## config.mk

```make
export PLATFORM = sky130hd
export DESIGN_NAME = idle_based_cpu_load_meter
export DESIGN_NICKNAME = d
export VERILOG_FILES = /design/src/design/iclm_pkg.sv /design/src/design/idle_based_cpu_load_meter.sv
export SDC_FILE = /design/constraint.sdc
export NUM_CORES = 1
export LEC_CHECK = 0
export BUFFER_PORTS_ARGS = -buffer_cell sky130_fd_sc_hd__buf_2
export CAP_MARGIN = 15
export CORE_ASPECT_RATIO = 2
export CORE_UTILIZATION = 35
export CTS_CLUSTER_DIAMETER = 50
export CTS_CLUSTER_SIZE = 14
export DETAILED_ROUTE_END_ITERATION = 16
export PLACE_DENSITY = 0.51
export SYNTH_ARGS = -nofsm -noshare
export SYNTH_HDL_FRONTEND = slang
export SYNTH_SLANG_ARGS = --single-unit
```

## constraint.sdc

```tcl
create_clock -name i_clk -period 5.41 [get_ports i_clk]
set_input_delay 0 -clock i_clk [delete_from_list [all_inputs] [get_ports i_clk]]
set_output_delay 0 -clock i_clk [all_outputs]
set_load 0.03 [all_outputs]
```

## src/design/iclm_pkg.sv

```systemverilog
`default_nettype none

package iclm_pkg;

    // Window tick counter and configuration register width
    localparam int unsigned TICK_W       = 16;
    localparam logic [TICK_W-1:0] WINDOW_RESET = 16'd10;

    // Quotient digits: two for the whole part, two for the hundredths
    localparam int unsigned DIGIT_W      = 4;
    localparam int unsigned PCT_W        = 7;
    localparam int unsigned DIGIT_CNT_W  = 2;
    localparam int unsigned STEP_CNT_W   = 2;

    typedef struct packed {
        logic tick;
        logic idle_pulse;
    } t_in_item;

    typedef struct packed {
        logic [PCT_W-1:0] usage_whole;
        logic [PCT_W-1:0] usage_hundredths;
        logic             recalibrated;
    } t_out_item;

    typedef enum logic [2:0] {
        ST_IDLE,
        ST_CHECK,
        ST_SCALE,
        ST_STEP,
        ST_OUT
    } t_state;

endpackage

`default_nettype wire

```

## src/design/idle_based_cpu_load_meter.sv

```systemverilog
`default_nettype none

// Channel   Signals                          Direction  Payload
// input     i_valid / o_ready / i_data       in         t_in_item (tick, idle_pulse)
// result    o_valid / i_ready / o_data       out        t_out_item (whole, hundredths, recal)
// config    i_cfg_wr_en / i_cfg_wr_data      in         window_ticks, no wait
//
// An item that does not close a window leaves the block ready for the next one. A
// closing item with a lower count than the capacity raises o_valid after a compare
// state, then four decimal digits, each formed by a times-ten step and four
// restoring subtract steps on the shared subtractor. A recalibrating window goes
// from the compare state straight to raising o_valid. Inputs are
// held off while a result is being formed or waits for i_ready. Reset is
// synchronous, active low, and sets the window length to ten ticks.

module idle_based_cpu_load_meter #(
    parameter int unsigned COUNT_WIDTH = 32
) (
    input  wire                      i_clk,
    input  wire                      i_rst_n,
    input  wire                      i_valid,
    output logic                     o_ready,
    input  wire iclm_pkg::t_in_item  i_data,
    output logic                     o_valid,
    input  wire                      i_ready,
    output iclm_pkg::t_out_item      o_data,
    input  wire                      i_cfg_wr_en,
    input  wire [iclm_pkg::TICK_W-1:0] i_cfg_wr_data
);

    import iclm_pkg::*;

    localparam int unsigned REM_W = COUNT_WIDTH + DIGIT_W;

    t_state                  r_state, n_state;
    logic [TICK_W-1:0]       r_window_ticks;
    logic [TICK_W-1:0]       r_ticks;
    logic [COUNT_WIDTH-1:0]  r_count;
    logic [COUNT_WIDTH-1:0]  r_cap;
    logic [REM_W-1:0]        r_rem;
    logic [REM_W-1:0]        r_dvs;
    logic [DIGIT_W-2:0]      r_q;
    logic [DIGIT_W-1:0]      r_acc;
    logic [DIGIT_CNT_W-1:0]  r_digit;
    logic [STEP_CNT_W-1:0]   r_step;
    logic [PCT_W-1:0]        r_whole;
    logic [PCT_W-1:0]        r_hund;
    logic                    r_recal;

    logic                    in_take;
    logic [TICK_W-1:0]       ticks_inc;
    logic [TICK_W-1:0]       limit;
    logic                    win_close;
    logic                    below_cap;
    logic                    sub_ge;
    logic [DIGIT_W-1:0]      digit;
    logic [PCT_W-1:0]        pair_val;

    // Decode the window end for the item on the input
    always_comb begin
        in_take   = i_valid && (r_state == ST_IDLE);
        ticks_inc = r_ticks + TICK_W'(1);
        limit     = (r_window_ticks == '0) ? TICK_W'(1) : r_window_ticks;
        win_close = i_data.tick && ((ticks_inc == '0) || (ticks_inc >= limit));
        below_cap = r_count < r_cap;
        sub_ge    = r_rem >= r_dvs;
        digit     = {r_q, sub_ge};
        pair_val  = ({3'b000, r_acc} << 3) + ({3'b000, r_acc} << 1) + {3'b000, digit};
    end

    // Next state
    always_comb begin
        n_state = r_state;
        case (r_state)
            ST_IDLE: begin
                if (in_take && win_close) begin
                    n_state = ST_CHECK;
                end
            end
            ST_CHECK: begin
                n_state = below_cap ? ST_SCALE : ST_OUT;
            end
            ST_SCALE: begin
                n_state = ST_STEP;
            end
            ST_STEP: begin
                if (r_step == '1) begin
                    n_state = (r_digit == '1) ? ST_OUT : ST_SCALE;
                end
            end
            ST_OUT: begin
                if (i_ready) begin
                    n_state = ST_IDLE;
                end
            end
            default: n_state = ST_IDLE;
        endcase
    end

    // Handshake outputs and result payload
    always_comb begin
        o_ready                 = (r_state == ST_IDLE);
        o_valid                 = (r_state == ST_OUT);
        o_data.usage_whole      = r_whole;
        o_data.usage_hundredths = r_hund;
        o_data.recalibrated     = r_recal;
    end

    // Control registers
    always_ff @(posedge i_clk) begin
        if (!i_rst_n) begin
            r_state        <= ST_IDLE;
            r_window_ticks <= WINDOW_RESET;
            r_ticks        <= '0;
            r_count        <= '0;
            r_cap          <= '0;
            r_digit        <= '0;
            r_step         <= '0;
        end else begin
            r_state <= n_state;
            if (i_cfg_wr_en) begin
                r_window_ticks <= i_cfg_wr_data;
            end
            case (r_state)
                ST_IDLE: begin
                    if (in_take) begin
                        // Count the pulse, holding at full scale
                        if (i_data.idle_pulse && !(&r_count)) begin
                            r_count <= r_count + COUNT_WIDTH'(1);
                        end
                        if (i_data.tick) begin
                            r_ticks <= win_close ? '0 : ticks_inc;
                        end
                    end
                end
                ST_CHECK: begin
                    // Raise the capacity when this window was at least as idle
                    if (!below_cap) begin
                        r_cap <= r_count;
                    end
                    r_count <= '0;
                    r_digit <= '0;
                    r_step  <= '0;
                end
                ST_STEP: begin
                    r_step <= r_step + STEP_CNT_W'(1);
                    if (r_step == '1) begin
                        r_digit <= r_digit + DIGIT_CNT_W'(1);
                    end
                end
                default: ;
            endcase
        end
    end

    // Divider datapath: one decimal digit per pass, one quotient bit per step
    always_ff @(posedge i_clk) begin
        case (r_state)
            ST_CHECK: begin
                r_rem   <= REM_W'(r_cap - r_count);
                r_whole <= '0;
                r_hund  <= '0;
                r_recal <= !below_cap;
            end
            ST_SCALE: begin
                r_rem <= (r_rem << 3) + (r_rem << 1);
                r_dvs <= {r_cap, {DIGIT_W{1'b0}}} >> 1;
            end
            ST_STEP: begin
                if (sub_ge) begin
                    r_rem <= r_rem - r_dvs;
                end
                r_dvs <= r_dvs >> 1;
                r_q   <= digit[DIGIT_W-2:0];
                if (r_step == '1) begin
                    // Even digits are tens, odd digits close a two-digit pair
                    if (!r_digit[0]) begin
                        r_acc <= digit;
                    end else if (!r_digit[1]) begin
                        r_whole <= pair_val;
                    end else begin
                        r_hund <= pair_val;
                    end
                end
            end
            default: ;
        endcase
    end

endmodule

`default_nettype wire

```

==> results of run 1 <==
state kept, by name, summed over array words and instances, names as in the netlist:
register        flops
r_rem              36
r_dvs              35
r_cap              32
r_count            32
r_ticks            16
r_window_ticks     16
r_hund              7
r_whole             7
r_acc               4
r_q                 3
r_state             3
r_digit             2
r_step              2
r_recal             1
path summary, 6_finish.rpt:
check	start	to	slack (ps)	cells past startpoint
min reg2reg	r_step[1]$_SDFFE_PN0P_	r_step[1]$_SDFFE_PN0P_	480	2
max	r_rem[0]$_DFFE_PP_	r_rem[0]$_DFFE_PP_	840	15
max reg2reg	r_rem[0]$_DFFE_PP_	r_rem[0]$_DFFE_PP_	840	15
min	i_cfg_wr_en	r_window_ticks[3]$_SDFFE_PN1P_	40	3
cells by family after synthesis:
kind of cell	count (synthesis)
adder cells (fa/ha/maj)	132
AND/OR/NAND/NOR	465
multiplexers	49
flip-flops	196
buffers and inverters	186
XOR/XNOR	126
AO/OA/AOI/OAI	464
worst max-delay path: stages, from the launching register on:
cell	delay, ps
edfxtp_1	400
inv_1	100
ha_1	180
inv_1	70
fa_1	400
a21o_1	180
a21oi_1	270
o31ai_1	120
a21oi_1	310
o221ai_1	350
a21o_1	360
a211oi_2	300
a21oi_1	120
a2111oi_2	630
a31oi_4	130
buf_4	310
routing by layer:
metal | vias to the layer above | GRT usage (%)
li1 | 5888 | -
met3 | 103 | 2.15
met5 | - | 0
met2 | 285 | 40.9
met1 | 5606 | 20.3
met4 | 0 | 13.9
layout by cell type, fill, tap and decap left out, drive strengths merged, types with 6 or more instances in the layout:
master	n
ha	127
nor2	96
o21ai	108
xnor2	82
a21oi	120
nand2b	14
a211oi	10
dfxtp	103
and2	6
nand4	17
nor3	24
o221ai	9
a211o	7
buf	57
o22ai	10
clkbuf	20
mux2i	49
edfxtp	93
or3	22
nor4	8
xor2	44
a21boi	13
nand2	133
or2	8
a21o	69
inv	128
a22oi	20
nand3	44
o211ai	12
o311ai	6
nor2b	56
o21bai	13
o21a	14
dlygate4sd3	17
and3	16
a31oi	16
and4	8
report_power, final:
part           leakage [uW]  switching, uW  total, uW  internal, uW
Clock              0.000261            604       1280           681
Sequential          0.00169           17.8       1580          1570
Combinational       0.00470            175        304           129
per-stage QoR:
step	total power, uW	utilization [%]	hold slack [ps]
floorplan	1820	-	130
global placement	1910	37.4	221
detailed placement	1910	37.4	229
CTS	3220	39.2	9.87
global route	3290	39.2	89.8
finish	3170	39.2	36.2
layout make-up:
class,count,area share (%)
Multi-Input combinational cell,1236,55.1
Inverter,126,3.01
Antenna cell,2,0.0318
Timing Repair Buffer,74,3.18
Tap cell,530,4.22
Clock buffer,20,2.78
Clock inverter,12,0.827
Sequential cell,196,30.9
timing repair:
item | in CTS | in global routing
endpoints found under the setup margin | 0 | 0
hold buffers | 17 | 0
endpoints found under the hold margin | 17 | 0
==> flow_summary.yaml, run 1 <==
outcome:
  status: "complete, no violations"
clocking:
  cts_buffer_depth: 2
  cts_tree: "done"
  insertion_delay_ps: 470
  clk_pin_slew_ps: 70
  htree_levels: 4
  clock-sinks: 196
  post-cts-setup-buffer-count: 0
  cts-resized-gates: 0
  cts_made_buffers: 17
  cts_root_buf: "clkbuf_16"
worst_setup_path:
  cp-start-kind: "flip-flop"
  worstPathRequired_ps: 5570
  crit_fanout: 36
  cp.arrival_ps: 4730
  endpoint_kind: "flip-flop"
  crit_type: "reg -> reg"
floorplan:
  pin_count: 40
  dieWidth_microns: 144
  initial_core_util_pct: 35.5
  core_sq_um: 40100
  rows: 104
  die_h_microns: 287
  die_area_sq_um: 41500
timing:
  fin_crit_sh_pct: 84.5
  skew_ps: 15.2
  setup_viol: 0
  worst_pin_slew_ps: 1130
  final.min_clock_period_ps: 4570
  maxSlewHeadroom_pct: 24.8
  worst_slack_ps: 838
  slew_violations: 0
  rsz0062_at_grt: "no"
  fin_tns_setup_ps: 0
  timing_hold_violations_final: 0
  fmax_mhz: 219
synth:
  syn-cell-area_sq_um: 14200
  syn_avg_cell_area_sq_um: 8.78
  synth-xor-area-share_pct: 7.76
  ys_async_sr_fraction_pct: 0
  synth_ff_type: "dfxtp_1"
  synth-adder-area-share_pct: 11.9
  yosysTopAreaCell: "edfxtp_1"
  seq_area_frac_synth_pct: 34.2
  netlist_instances: 1618
  muxShareOfSynthArea_pct: 3.45
  ys_types: 80
  synth_top_family_by_area: "compound AO/OA/AOI/OAI gates"
  ys_top_cells_by_count: "nand2_1, ha_1, inv_1"
  synth-seq-cells: 196
  synth_area_leaders: "edfxtp_1, dfxtp_1, ha_1"
  synth_nets: 1773
  ys_warn_count: 0
  synth_top_area_share_pct: 19.6
  synth_edf_count: 93
  synth_most_common_cell: "nand2_1"
  yosys.area_share.simple_pct: 16.6
  synth_compound_area_share_pct: 21.1
detailed_routing:
  wl_met2_microns: 23300
  top_layer_used: "met4"
  via_count: 11900
  totalWireLength_microns: 41700
  dr.first_iter.drc_count: 443
  routedLengthMet1_microns: 14900
  postRouteAntennaNets: 0
  drt-wirelength-per-cell_microns: 19.0
  firstDrtPassIters: 6
  met3WireLength_microns: 1220
  via_per_inst: 5.41
  drcViolationCount: 0
layout:
  multi_input_area_sq_um: 8660
  seq_area_sq_um: 4850
  fin_nets: 1806
  stdcell_count: 2196
  stdcell_area_sq_um: 15700
  fillers: 4181
  syn_to_final_growth_pct: 10.6
  layout-drive-gt1-share_pct: 7.27
placement:
  io_buffers: 39
  dp_slack_ps: 875
  place_inst: 2145
  gp_congestion: 0.837
  post-dp-hpwl_microns: 32900
  place_area_sq_um: 15000
grt:
  grt_overflow_total: 0
  grt_pass1_vias: 12200
  grt_usage_pct: 21.1
  antenna_found_initial: 1
  grt_max_degree: 59
  grt_pass1_wl_microns: 65300
power_and_ir_drop:
  p_leak_uw: 0.00665
  ir_drop_v: 0.000243
  powerDensity_nw_per_um2: 202
flow_run:
  max_cap_viol_count: 0
min_path:
  min_path_type: "in -> reg"
(Power assumes the default switching activity.)
==> run 2, diff against run 1 <==
ABC_AREA = 1   (was default)
clock period = 4.3 ns   (was 5.41 ns; I/O delays follow)
==> run 2 against run 1 <==
  * Critical path type unchanged
  * Flip-flop and latch count stayed put
  * Worst setup slack worse by 160 ps
  * Sequential power is 94% higher
  * First-iteration DRC count is 77% higher
  * Largest cell class unchanged
  * Worst hold slack better by 41 ps
  * Count of clock-buffer cells in the layout is 3 lower
  * Routed wire length is 44% higher
  * Synthesized cell count is 40% higher
  * Synthesized area is 8.6% higher
==> flow_summary.yaml, run 2 <==
outcome:
  status: "complete, no violations"
power_and_ir_drop:
  ir_drop_v: 0.000523
  powerDensity_nw_per_um2: 931
  total_power_uw: 16100
  p_leak_uw: 0.00748
timing:
  timing_hold_violations_final: 0
  worst_slack_ps: 677
  rsz0062_at_grt: "no"
  skew_ps: 14.2
  slew_violations: 0
  fin_crit_sh_pct: 84.2
  setup_viol: 0
  maxSlewHeadroom_pct: 34.7
  worst_pin_slew_ps: 980
  final.min_clock_period_ps: 3620
  fmax_mhz: 276
  fin_tns_setup_ps: 0
detailed_routing:
  postRouteAntennaNets: 0
  drt-wirelength-per-cell_microns: 20.8
  drcViolationCount: 0
  via_per_inst: 5.51
  totalWireLength_microns: 60200
  dr.first_iter.drc_count: 785
  firstDrtPassIters: 5
  via_count: 16000
layout:
  largest_register_ffs: 36
  fillers: 4719
  final_cell_mix: "nand2_1, inv_1, a21oi_1, nor2_1, o21ai_0"
  num_antenna_cells: 0
  syn_to_final_growth_pct: 11.9
  fin_nets: 2489
  regMostFlops: "r_rem"
  final_common_cell: "nand2_1"
  reg_top3: "r_rem (36), r_dvs (35)"
  layout-drive-gt1-share_pct: 6.01
synth:
  netlist_instances: 2258
  ys_top_cells_by_count: "nand2_1, inv_1, a21oi_1"
  yosysTopAreaCell: "edfxtp_1"
  synth-seq-cells: 196
  ys_types: 51
  syn_avg_cell_area_sq_um: 6.84
  synth_most_common_cell: "nand2_1"
  ys_warn_count: 0
  synth_ff_type: "dfxtp_1"
  seq_area_frac_synth_pct: 31.4
  synth_nets: 2413
  synth_edf_count: 93
  syn-cell-area_sq_um: 15400
  ys_async_sr_fraction_pct: 0
  synth_area_leaders: "edfxtp_1, dfxtp_1, nand2_1"
  synth_top_area_share_pct: 18.1
clocking:
  cts_tree: "done"
  postCtsHoldBufs: 36
  clock-sinks: 196
  cts-resized-gates: 0
  cts_buffer_depth: 2
  clk_pin_slew_ps: 80
  htree_levels: 4
  insertion_delay_ps: 480
  cts_root_buf: "clkbuf_16"
  cts_made_buffers: 17
  post-cts-setup-buffer-count: 0
worst_setup_path:
  worstPathRequired_ps: 4490
  worst_path_most_repeated_cell: "nand2_1"
  crit_fanout: 36
  endpoint_kind: "flip-flop"
  cp-start-kind: "flip-flop"
  max_stage_delay_ps: 440
  ff2ff_path_depth: 18
  crit_chain: "inv_1 > ha_1 > inv_1 > fa_1 > nand3_1 > nand2_1 > a21oi_1 > o21ai_0 > buf_4 > nand2_1 > nand2_1 > nand2_1 > nand2_1 > nand2_1 > nand3_1 > nand2_1 > nand3_2 > buf_12"
  cp.arrival_ps: 3820
  crit_type: "reg -> reg"
  worst_path_max_delay_cell: "fa_1"
flow_run:
  max_cap_viol_count: 0
floorplan:
  die_area_sq_um: 45000
  core_sq_um: 43500
  dieWidth_microns: 151
  rows: 108
  die_h_microns: 299
  pin_count: 40
  initial_core_util_pct: 35.5
grt:
  antenna_found_initial: 0
  grt_pass1_wl_microns: 89500
  grt_overflow_total: 0
  grt_max_degree: 89
  grt_usage_pct: 27.3
  grt_pass1_vias: 16100
placement:
  io_buffers: 39
  dp_slack_ps: 808
  gp_congestion: 1.07
  post-dp-hpwl_microns: 49700
min_path:
  hold_depth: 5
  min_path_type: "in -> reg"
run 2: final timing paths:
path / start / to / slack [ps]
hold / removal: i_data[0] / r_count[0]$_SDFFE_PN0P_ / 80
setup reg to reg: r_rem[0]$_DFFE_PP_ / r_rem[34]$_DFFE_PP_ / 680
hold reg to reg: r_step[0]$_SDFFE_PN0P_ / r_step[0]$_SDFFE_PN0P_ / 470
setup / recovery: r_rem[0]$_DFFE_PP_ / r_rem[34]$_DFFE_PP_ / 680
run 2: kinds of logic (layout without fill, tap and decap cells):
| family | after synthesis | after routing | share of synthesized area (%) |
|---|---|---|---|
| adder cells (fa/ha/maj) | 132 | 132 | 10.9 |
| AND/OR/NAND/NOR | 1016 | 1016 | 28.4 |
| buffers and inverters | 334 | 423 | 8.46 |
| AO/OA/AOI/OAI | 560 | 560 | 19.7 |
| flip-flops | 196 | 196 | 31.4 |
| XOR/XNOR | 20 | 20 | 1.13 |
run 2: per-layer routing:
layer | track usage, % | share of wire, % | vias to the layer above
met1 | 22.6 | 32 | 7429
met5 | 0 | 0 | -
li1 | - | - | 7854
met4 | 24.8 | 9.7 | 0
met3 | 2.71 | 2.5 | 211
met2 | 54.3 | 56 | 456
run 2: area by class of cell:
class / count / area [sq um] / area share, %
Clock inverter: 15 / 155 / 0.898
Timing Repair Buffer: 99 / 761 / 4.40
Sequential cell: 196 / 4850 / 28.1
Tap cell: 550 / 688 / 3.98
Multi-Input combinational cell: 1728 / 9290 / 53.8
Clock buffer: 17 / 425 / 2.46
Inverter: 292 / 1100 / 6.35
run 2: critical path, delay by kind of cell, from the launching register on:
kind | cells | cell delay [ps]
AOI/OAI and AO/OA | 2 | 350
buffers and inverters | 4 | 600
DFF | 1 | 420
adders and majority gates | 2 | 690
and+or+nand+nor | 10 | 1200
run 2: metrics by stage:
step           hold WS (ps)  instance area, sq um  cells  util (%)
2_1_floorplan           111                 15400   2258         -
3_3_place_gp            220                 16300   2829      37.5
3_5_place_dp            219                 16300   2829      37.5
4_1_cts                53.6                 17300   2897      39.7
5_1_grt                95.6                 17300   2897      39.7
6_report               76.8                 17300   2897      39.7
run 2: where the power goes:
part	switching [uW]	internal [uW]
clock	850	774
combinational	7930	3470
sequential	290	2770
total	9070	7020
